$ cat src/swhs_pkg.sv
// ----------------------------------------------------------------------------
// swhs_pkg
// Codes, widths and reset values of the single-wire humidity sensor reader.
// ----------------------------------------------------------------------------
`timescale 1ns / 1ps

package swhs_pkg;

   localparam int TIMER_WIDTH = 16;
   localparam int BIT_WIDTH   = 6;
   localparam int FRAME_WIDTH = 40;
   localparam int CSR_WIDTH   = 16;
   localparam int CSR_INDEX_WIDTH = 2;

   localparam logic [BIT_WIDTH-1:0] FRAME_BITS = 6'd40;

   // register indexes
   localparam logic [CSR_INDEX_WIDTH-1:0] CSR_START_LOW     = 2'd0;
   localparam logic [CSR_INDEX_WIDTH-1:0] CSR_RELEASE       = 2'd1;
   localparam logic [CSR_INDEX_WIDTH-1:0] CSR_TIMEOUT       = 2'd2;
   localparam logic [CSR_INDEX_WIDTH-1:0] CSR_ONE_THRESHOLD = 2'd3;

   localparam logic [15:0] START_LOW_RESET     = 16'd20000;
   localparam logic [7:0]  RELEASE_RESET       = 8'd30;
   localparam logic [15:0] TIMEOUT_RESET       = 16'd1000;
   localparam logic [7:0]  ONE_THRESHOLD_RESET = 8'd40;

   // drive modes
   localparam logic [1:0] DRIVE_RELEASED = 2'd0;
   localparam logic [1:0] DRIVE_LOW      = 2'd1;
   localparam logic [1:0] DRIVE_HIGH     = 2'd2;

   // status codes
   localparam logic [1:0] STATUS_OK       = 2'd0;
   localparam logic [1:0] STATUS_TIMEOUT  = 2'd1;
   localparam logic [1:0] STATUS_CHECKSUM = 2'd2;

   // failing stages
   localparam logic [2:0] STAGE_NONE       = 3'd0;
   localparam logic [2:0] STAGE_RESP_LOW   = 3'd1;
   localparam logic [2:0] STAGE_RESP_HIGH  = 3'd2;
   localparam logic [2:0] STAGE_RESP_LOW2  = 3'd3;
   localparam logic [2:0] STAGE_BIT_RISE   = 3'd4;
   localparam logic [2:0] STAGE_BIT_FALL   = 3'd5;

   typedef struct packed {
      logic [1:0]           drive_mode;
      logic                 busy_res;
      logic                 done_res;
      logic [1:0]           status;
      logic [2:0]           fault_stage;
      logic [BIT_WIDTH-1:0] fault_bit;
      logic [7:0]           humidity;
      logic [7:0]           temperature;
   } rsp_type;

endpackage

$ cat src/swhs_if.sv
// ----------------------------------------------------------------------------
// swhs_req_if / swhs_rsp_if
// Valid/ready channels for tick requests and per-tick results.
// ----------------------------------------------------------------------------
`timescale 1ns / 1ps

interface swhs_req_if;
   logic valid;
   logic ready;
   logic start_request;
   logic line_level;

   modport source (output valid, output start_request, output line_level, input ready);
   modport sink   (input valid, input start_request, input line_level, output ready);
endinterface

interface swhs_rsp_if;
   logic       valid;
   logic       ready;
   logic [1:0] drive_mode;
   logic       busy_res;
   logic       done_res;
   logic [1:0] status;
   logic [2:0] fault_stage;
   logic [5:0] fault_bit;
   logic [7:0] humidity;
   logic [7:0] temperature;

   modport source (output valid, output drive_mode, output busy_res, output done_res,
                   output status, output fault_stage, output fault_bit, output humidity,
                   output temperature, input ready);
   modport sink   (input valid, input drive_mode, input busy_res, input done_res,
                   input status, input fault_stage, input fault_bit, input humidity,
                   input temperature, output ready);
endinterface

$ cat src/single_wire_humidity_sensor_reader_unit.sv
// ----------------------------------------------------------------------------
// single_wire_humidity_sensor_reader_unit
// Each request is one microsecond tick with a start flag and the sampled
// data-line level; every request produces exactly one response in the next
// cycle, carrying the line drive, busy/done flags, last status and the last
// good humidity and temperature bytes. A request is taken every cycle while
// the response register is empty or being drained; the sequencer state and
// the response register update together on the same edge, so throughput is
// one request per cycle under that condition. The user must write registers
// through the csr port only while no read is in progress (not enforced).
// ----------------------------------------------------------------------------
`timescale 1ns / 1ps

module single_wire_humidity_sensor_reader_unit (
   input  logic                                    clock,
   input  logic                                    reset,
   swhs_req_if.sink                                req_chan,
   swhs_rsp_if.source                              rsp_chan,
   input  logic                                    csr_write_enable,
   input  logic [swhs_pkg::CSR_INDEX_WIDTH-1:0]    csr_index,
   input  logic [swhs_pkg::CSR_WIDTH-1:0]          csr_write_data
);
   import swhs_pkg::*;

   localparam logic [2:0] PH_IDLE      = 3'd0;
   localparam logic [2:0] PH_START_LOW = 3'd1;
   localparam logic [2:0] PH_RELEASE   = 3'd2;
   localparam logic [2:0] PH_RESP_LOW  = 3'd3;
   localparam logic [2:0] PH_RESP_HIGH = 3'd4;
   localparam logic [2:0] PH_RESP_LOW2 = 3'd5;
   localparam logic [2:0] PH_BIT_RISE  = 3'd6;
   localparam logic [2:0] PH_BIT_FALL  = 3'd7;

   logic [15:0] start_low_ff, timeout_ff;
   logic [7:0]  release_ff, threshold_ff;

   logic [2:0]             phase_ff, phase_in;
   logic [TIMER_WIDTH-1:0] timer_ff, timer_in;
   logic [BIT_WIDTH-1:0]   bit_index_ff, bit_index_in;
   logic [FRAME_WIDTH-1:0] frame_ff, frame_in;
   logic [7:0]             humidity_ff, humidity_in, temperature_ff, temperature_in;
   logic [1:0]             status_ff, status_in;
   logic [2:0]             stage_ff, stage_in;
   logic [BIT_WIDTH-1:0]   bit_hold_ff, bit_hold_in;

   logic                   rsp_valid_ff, rsp_valid_in;
   rsp_type                rsp_ff, rsp_in;

   logic       accept;
   logic       done;
   logic       miss;
   logic [2:0] miss_stage;
   logic       one_bit;
   logic [7:0] checksum;

   assign req_chan.ready = !rsp_valid_ff || rsp_chan.ready;
   assign accept = req_chan.valid && req_chan.ready;

   assign one_bit  = timer_ff >= {8'd0, threshold_ff};
   assign checksum = frame_ff[38:31] + frame_ff[30:23] + frame_ff[22:15] + frame_ff[14:7];

   always_comb begin
      phase_in       = phase_ff;
      timer_in       = timer_ff;
      bit_index_in   = bit_index_ff;
      frame_in       = frame_ff;
      humidity_in    = humidity_ff;
      temperature_in = temperature_ff;
      status_in      = status_ff;
      stage_in       = stage_ff;
      bit_hold_in    = bit_hold_ff;
      done           = 1'b0;
      miss           = 1'b0;
      miss_stage     = STAGE_NONE;
      case (phase_ff)
         PH_IDLE: begin
            if (req_chan.start_request) begin
               phase_in     = PH_START_LOW;
               timer_in     = 16'd1;
               bit_index_in = '0;
               frame_in     = '0;
            end
         end
         PH_START_LOW: begin
            if (timer_ff >= start_low_ff) begin
               phase_in = PH_RELEASE;
               timer_in = 16'd1;
            end else begin
               timer_in = timer_ff + 16'd1;
            end
         end
         PH_RELEASE: begin
            if (timer_ff >= {8'd0, release_ff}) begin
               phase_in = PH_RESP_LOW;
               timer_in = '0;
            end else begin
               timer_in = timer_ff + 16'd1;
            end
         end
         PH_RESP_LOW: begin
            if (!req_chan.line_level) begin
               phase_in = PH_RESP_HIGH;
               timer_in = '0;
            end else begin
               miss       = 1'b1;
               miss_stage = STAGE_RESP_LOW;
            end
         end
         PH_RESP_HIGH: begin
            if (req_chan.line_level) begin
               phase_in = PH_RESP_LOW2;
               timer_in = '0;
            end else begin
               miss       = 1'b1;
               miss_stage = STAGE_RESP_HIGH;
            end
         end
         PH_RESP_LOW2: begin
            if (!req_chan.line_level) begin
               phase_in = PH_BIT_RISE;
               timer_in = '0;
            end else begin
               miss       = 1'b1;
               miss_stage = STAGE_RESP_LOW2;
            end
         end
         PH_BIT_RISE: begin
            if (req_chan.line_level) begin
               phase_in = PH_BIT_FALL;
               timer_in = '0;
            end else begin
               miss       = 1'b1;
               miss_stage = STAGE_BIT_RISE;
            end
         end
         default: begin
            if (!req_chan.line_level) begin
               frame_in     = {frame_ff[FRAME_WIDTH-2:0], one_bit};
               bit_index_in = bit_index_ff + 6'd1;
               timer_in     = '0;
               if (bit_index_in >= FRAME_BITS) begin
                  done        = 1'b1;
                  phase_in    = PH_IDLE;
                  stage_in    = STAGE_NONE;
                  bit_hold_in = '0;
                  if (checksum == frame_in[7:0]) begin
                     humidity_in    = frame_in[39:32];
                     temperature_in = frame_in[23:16];
                     status_in      = STATUS_OK;
                  end else begin
                     status_in = STATUS_CHECKSUM;
                  end
               end else begin
                  phase_in = PH_BIT_RISE;
               end
            end else begin
               miss       = 1'b1;
               miss_stage = STAGE_BIT_FALL;
            end
         end
      endcase
      if (miss) begin
         if (timer_ff >= timeout_ff) begin
            done        = 1'b1;
            phase_in    = PH_IDLE;
            timer_in    = '0;
            status_in   = STATUS_TIMEOUT;
            stage_in    = miss_stage;
            bit_hold_in = (miss_stage >= STAGE_BIT_RISE) ? bit_index_ff : '0;
         end else begin
            timer_in = timer_ff + 16'd1;
         end
      end
   end

   always_comb begin
      rsp_valid_in = rsp_valid_ff && !rsp_chan.ready;
      rsp_in       = rsp_ff;
      if (accept) begin
         rsp_valid_in = 1'b1;
         case (phase_in)
            PH_START_LOW: rsp_in.drive_mode = DRIVE_LOW;
            PH_RELEASE:   rsp_in.drive_mode = DRIVE_HIGH;
            default:      rsp_in.drive_mode = DRIVE_RELEASED;
         endcase
         rsp_in.busy_res    = phase_in != PH_IDLE;
         rsp_in.done_res    = done;
         rsp_in.status      = status_in;
         rsp_in.fault_stage = stage_in;
         rsp_in.fault_bit   = bit_hold_in;
         rsp_in.humidity    = humidity_in;
         rsp_in.temperature = temperature_in;
      end
   end

   always_ff @(posedge clock) begin
      if (reset) begin
         start_low_ff   <= START_LOW_RESET;
         release_ff     <= RELEASE_RESET;
         timeout_ff     <= TIMEOUT_RESET;
         threshold_ff   <= ONE_THRESHOLD_RESET;
         phase_ff       <= PH_IDLE;
         timer_ff       <= '0;
         bit_index_ff   <= '0;
         frame_ff       <= '0;
         humidity_ff    <= '0;
         temperature_ff <= '0;
         status_ff      <= STATUS_OK;
         stage_ff       <= STAGE_NONE;
         bit_hold_ff    <= '0;
         rsp_valid_ff   <= 1'b0;
      end else begin
         if (csr_write_enable) begin
            case (csr_index)
               CSR_START_LOW:     start_low_ff <= csr_write_data;
               CSR_RELEASE:       release_ff   <= csr_write_data[7:0];
               CSR_TIMEOUT:       timeout_ff   <= csr_write_data;
               CSR_ONE_THRESHOLD: threshold_ff <= csr_write_data[7:0];
               default:           threshold_ff <= threshold_ff;
            endcase
         end
         if (accept) begin
            phase_ff       <= phase_in;
            timer_ff       <= timer_in;
            bit_index_ff   <= bit_index_in;
            frame_ff       <= frame_in;
            humidity_ff    <= humidity_in;
            temperature_ff <= temperature_in;
            status_ff      <= status_in;
            stage_ff       <= stage_in;
            bit_hold_ff    <= bit_hold_in;
         end
         rsp_valid_ff <= rsp_valid_in;
      end
   end

   always_ff @(posedge clock) begin
      rsp_ff <= rsp_in;
   end

   assign rsp_chan.valid       = rsp_valid_ff;
   assign rsp_chan.drive_mode  = rsp_ff.drive_mode;
   assign rsp_chan.busy_res    = rsp_ff.busy_res;
   assign rsp_chan.done_res    = rsp_ff.done_res;
   assign rsp_chan.status      = rsp_ff.status;
   assign rsp_chan.fault_stage = rsp_ff.fault_stage;
   assign rsp_chan.fault_bit   = rsp_ff.fault_bit;
   assign rsp_chan.humidity    = rsp_ff.humidity;
   assign rsp_chan.temperature = rsp_ff.temperature;

endmodule

$ cat src/flat_wrapper.sv
// flat-port wrapper written by rule: the top's interface ports become plain ports
module single_wire_humidity_sensor_reader_unit_flat import swhs_pkg::*;
  (clock, reset, csr_write_enable, csr_index, csr_write_data, req_chan_valid, req_chan_start_request, req_chan_line_level, req_chan_ready, rsp_chan_valid, rsp_chan_drive_mode, rsp_chan_busy_res, rsp_chan_done_res, rsp_chan_status, rsp_chan_fault_stage, rsp_chan_fault_bit, rsp_chan_humidity, rsp_chan_temperature, rsp_chan_ready);
  swhs_req_if req_chan_i ();
  swhs_rsp_if rsp_chan_i ();
  input  logic clock;
  input  logic reset;
  input  logic csr_write_enable;
  input  logic [swhs_pkg::CSR_INDEX_WIDTH-1:0] csr_index;
  input  logic [swhs_pkg::CSR_WIDTH-1:0] csr_write_data;
  input wire logic [$bits(req_chan_i.valid)-1:0] req_chan_valid;
  input wire logic [$bits(req_chan_i.start_request)-1:0] req_chan_start_request;
  input wire logic [$bits(req_chan_i.line_level)-1:0] req_chan_line_level;
  output wire logic [$bits(req_chan_i.ready)-1:0] req_chan_ready;
  output wire logic [$bits(rsp_chan_i.valid)-1:0] rsp_chan_valid;
  output wire logic [$bits(rsp_chan_i.drive_mode)-1:0] rsp_chan_drive_mode;
  output wire logic [$bits(rsp_chan_i.busy_res)-1:0] rsp_chan_busy_res;
  output wire logic [$bits(rsp_chan_i.done_res)-1:0] rsp_chan_done_res;
  output wire logic [$bits(rsp_chan_i.status)-1:0] rsp_chan_status;
  output wire logic [$bits(rsp_chan_i.fault_stage)-1:0] rsp_chan_fault_stage;
  output wire logic [$bits(rsp_chan_i.fault_bit)-1:0] rsp_chan_fault_bit;
  output wire logic [$bits(rsp_chan_i.humidity)-1:0] rsp_chan_humidity;
  output wire logic [$bits(rsp_chan_i.temperature)-1:0] rsp_chan_temperature;
  input wire logic [$bits(rsp_chan_i.ready)-1:0] rsp_chan_ready;
  assign req_chan_i.valid = req_chan_valid;
  assign req_chan_i.start_request = req_chan_start_request;
  assign req_chan_i.line_level = req_chan_line_level;
  assign req_chan_ready = req_chan_i.ready;
  assign rsp_chan_valid = rsp_chan_i.valid;
  assign rsp_chan_drive_mode = rsp_chan_i.drive_mode;
  assign rsp_chan_busy_res = rsp_chan_i.busy_res;
  assign rsp_chan_done_res = rsp_chan_i.done_res;
  assign rsp_chan_status = rsp_chan_i.status;
  assign rsp_chan_fault_stage = rsp_chan_i.fault_stage;
  assign rsp_chan_fault_bit = rsp_chan_i.fault_bit;
  assign rsp_chan_humidity = rsp_chan_i.humidity;
  assign rsp_chan_temperature = rsp_chan_i.temperature;
  assign rsp_chan_i.ready = rsp_chan_ready;
  single_wire_humidity_sensor_reader_unit u_core (.clock(clock), .reset(reset), .req_chan(req_chan_i), .rsp_chan(rsp_chan_i), .csr_write_enable(csr_write_enable), .csr_index(csr_index), .csr_write_data(csr_write_data));
endmodule
$ cat config.mk
export PLATFORM = sky130hd
export DESIGN_NAME = single_wire_humidity_sensor_reader_unit_flat
export DESIGN_NICKNAME = d
export VERILOG_FILES = /design/src/swhs_pkg.sv /design/src/swhs_if.sv /design/src/single_wire_humidity_sensor_reader_unit.sv /design/src/flat_wrapper.sv
export SDC_FILE = /design/constraint.sdc
export NUM_CORES = 1
export LEC_CHECK = 0
export BUFFER_PORTS_ARGS = -buffer_cell sky130_fd_sc_hd__buf_4
export CORE_MARGIN = 10
export CORE_UTILIZATION = 65
export DETAILED_ROUTE_END_ITERATION = 8
export PLACE_DENSITY = 0.93
export SYNTH_ARGS = -nofsm -noshare
export SYNTH_HDL_FRONTEND = slang
export SYNTH_SLANG_ARGS = --single-unit
export TNS_END_PERCENT = 1
$ cat constraint.sdc
create_clock -name clock -period 6.8 [get_ports clock]
set_input_delay 1.36 -clock clock [delete_from_list [all_inputs] [get_ports clock]]
set_output_delay 1.36 -clock clock [all_outputs]
set_load 0.005 [all_outputs]
==> results.yml <==
cts:
  post_cts_buffers: 0
  hold_buffers: 0
  clockRootBuffer: "clkbuf_16"
  cts_tree: "done"
  clock_latency_ns: 0.44
  cts_resized: 0
  cts_buffers: 17
  htree_levels: 4
  cts_buffer_depth: 2
  cts.clk_slew.worst_paths_ns: 0.07
  clock-sinks: 171
floorplan:
  dieArea_sq_mm: 0.0184
  die_y_um: 136
  num_io_pins: 58
  rows: 42
  core_region_area_sq_mm: 0.0131
  die_w_um: 136
  start_util_pct: 66.1
grt:
  grt_pass1_wl_mm: 34.6
  grt.overflow.total: 0
  grt_max_degree: 80
  grtUsageTotal_pct: 23.0
  grt_pass1_vias: 7023
  antenna_found_initial: 0
finish:
  layout_commonest_cell: "dfxtp_1"
  final_cell_mix: "dfxtp_1 (140), nand2_1 (132), nor2_1 (82)"
  final-seq-area_sq_mm: 0.00373
  area_delta_synth_final_pct: 12.6
  final_util_pct: 74.4
  multi_input_comb_area_sq_mm: 0.00451
  diodes: 0
  drive_above_1_share_pct: 12.6
  nNetsFinal: 1075
  fill_cells: 835
setup_path:
  start_kind: "register"
  critical_path_class: "reg2reg"
  r2r-end: "u_core.humidity_ff[6]"
  r2r-start: "u_core.frame_ff[8]"
  r2r_slack_ns: 1.95
  arrival_ns: 5.11
  critPathMaxFanout: 32
  ff2ff_path_depth: 13
  worstSetupEndpointType: "register"
  worstPathRequired_ns: 7.06
timing:
  final_max_slew_viol_count: 0
  grt_setup_unrepaired: "false"
  relSlewSlack_pct: 23.0
  finalSetupTns_ns: 0
  worst_slew_pin_slew_ns: 1.15
  finalCritPeriodShare_pct: 71.3
  fin_crit_ns: 4.85
  final-setup-viol-count: 0
  skew_ns: 0.00840
  fmax_mhz: 206
  final-hold-violation-count: 0
detailed_routing:
  first_pass_iters: 6
  via_per_inst: 6.15
  drtIter0Drc: 717
  totalWireLength_mm: 21.0
  ant_nets: 0
  vias: 7175
  drc: 0
  wl_per_cell_um: 18.0
flow_run:
  maxCapViolations: 0
synth:
  syn_avg_cell_area_sq_um: 9.19
  netlist-cell-type-count: 67
  yosysWarnings: 0
  syn-cell-area_sq_mm: 0.00868
  syn_nets: 1041
  synth_edf_count: 31
  synth_cells: 944
  yosysSeqAreaShare_pct: 43.0
  synthFlopType: "dfxtp_1"
  synthArstFlopShare_pct: 0
  ys_ff_latch: 171
worst_hold_path:
  hp-start: "u_core.start_low_ff[3]"
  min_path_type: "reg2reg"
  min_to: "u_core.start_low_ff[3]"
  holdPathStages: 2
run_status:
  status: "completed"
place:
  numPortBuffers: 57
  gp_congestion: 0.876
  hpwlAfterDp_mm: 13.1
power_and_ir_drop:
  power_density_mw_per_mm2: 225
  ir_drop_mv: 0.176
  power.static_leakage_nw: 4.04
## where the power goes
group	leakage (nW)	switching [mW]	internal, mW
Combinational	2.31	0.0821	0.0519
Clock	0.293	0.444	0.556
Sequential	1.44	0.0117	1.05
Total	4.04	0.538	1.66
## Yosys cell counts, drive strengths merged (3+ instances only)
library cell / number / share of area [%]
dfxtp: 140 / 32
nand2: 133 / 5.8
nor2: 83 / 3.6
inv: 64 / 2.8
a21oi: 63 / 3.7
ha: 58 / 8.4
a22oi: 40 / 3.5
clkbuf: 36 / 1.6
o21ai: 33 / 1.9
edfxtp: 31 / 11
nand3b: 30 / 2.6
nand3: 25 / 1.4
nand2b: 22 / 1.6
mux2: 17 / 2.2
fa: 14 / 3.2
xnor2: 14 / 1.4
a22o: 12 / 1.2
buf: 11 / 0.76
a211oi: 9 / 0.78
o311ai: 9 / 1.6
a211o: 8 / 0.81
a21o: 8 / 0.69
nor3: 8 / 0.52
or2: 7 / 0.50
xor2: 7 / 0.71
and3: 6 / 0.43
nor4: 6 / 0.50
o211ai: 6 / 0.52
nor2b: 5 / 0.36
or3: 4 / 0.29
a311oi: 3 / 0.50
nand4: 3 / 0.22
o21bai: 3 / 0.26
## critical path, cell delays in order, from the launching register on
cell and delay, ns:
dfxtp_1 0.34, fa_1 0.54, inv_1 0.06, fa_1 0.50
inv_1 0.05, ha_1 0.22, fa_1 0.41, a21o_1 0.20
a21oi_1 0.22, o21ai_0 0.15, xnor2_1 0.16, nor4_1 0.50
and3_1 0.98, o21ai_0 0.30
## worst max path at each step
stage,cells after the start,end,start
global placement,13,u_core.rsp_chan.temperature[3],u_core.frame_ff[16]
global route,13,u_core.humidity_ff[6],u_core.frame_ff[16]
detailed placement,13,u_core.rsp_chan.temperature[6],u_core.frame_ff[8]
finish,13,u_core.humidity_ff[6],u_core.frame_ff[8]
floorplan,15,u_core.rsp_chan.humidity[0],u_core.frame_ff[8]
CTS,13,u_core.humidity_ff[6],u_core.frame_ff[8]
## sequential cells by signal (all words and copies together) (netlist names), 3 cells and up
name,cells
u_core.bit_hold_ff,6
u_core.phase_ff,3
u_core.timer_ff,16
u_core.release_ff,8
u_core.bit_index_ff,6
u_core.timeout_ff,16
u_core.rsp_chan.humidity,8
u_core.humidity_ff,8
u_core.temperature_ff,8
u_core.stage_ff,3
u_core.rsp_chan.temperature,8
u_core.rsp_chan.fault_bit,6
u_core.frame_ff,39
u_core.rsp_chan.fault_stage,3
u_core.threshold_ff,8
u_core.start_low_ff,16
## logic make-up (layout without fill, tap and decap cells)
family / after synthesis / in the layout / share of synthesized area (%)
simple gates: 342 / 342 / 18.8
compound gates: 209 / 209 / 17.1
flops: 171 / 171 / 43.0
buf+inv: 111 / 158 / 5.10
fa+ha+maj: 72 / 72 / 11.6
xor+xnor: 21 / 21 / 2.12
mux: 18 / 18 / 2.32
## through the flow
step           hold slack, ns  instances  area [sq um]  power [mW]  worst slack [ns]
6_report                0.456       1167          9770        2.20              1.95
5_1_grt                 0.472       1167          9770        2.26              1.74
4_1_cts                 0.456       1167          9770        2.20              2.05
3_5_place_dp            0.446       1135          9170        1.22              2.32
3_3_place_gp            0.442       1135          9170        1.21              2.44
2_1_floorplan           0.436        944          8680        1.16              2.88
## area by class of cell
| type | instances | share of cell area, % |
|---|---|---|
| clock inverters | 15 | 1.83 |
| well taps | 176 | 2.25 |
| repair buffers | 62 | 4.76 |
| inverters | 64 | 2.46 |
| multi-input cells | 662 | 46.1 |
| flip-flops and latches | 171 | 38.2 |
| clock buffers | 17 | 4.35 |
## per-layer routing
metal  track usage, %  routed length, um  up-vias
met5                0                  0        -
met3             4.93               1540       60
li1                 -                  -     3377
met4             11.1                595        0
met1             28.7               8670     3408
met2             37.0              10200      330
Power figures use the tool's default switching activity.
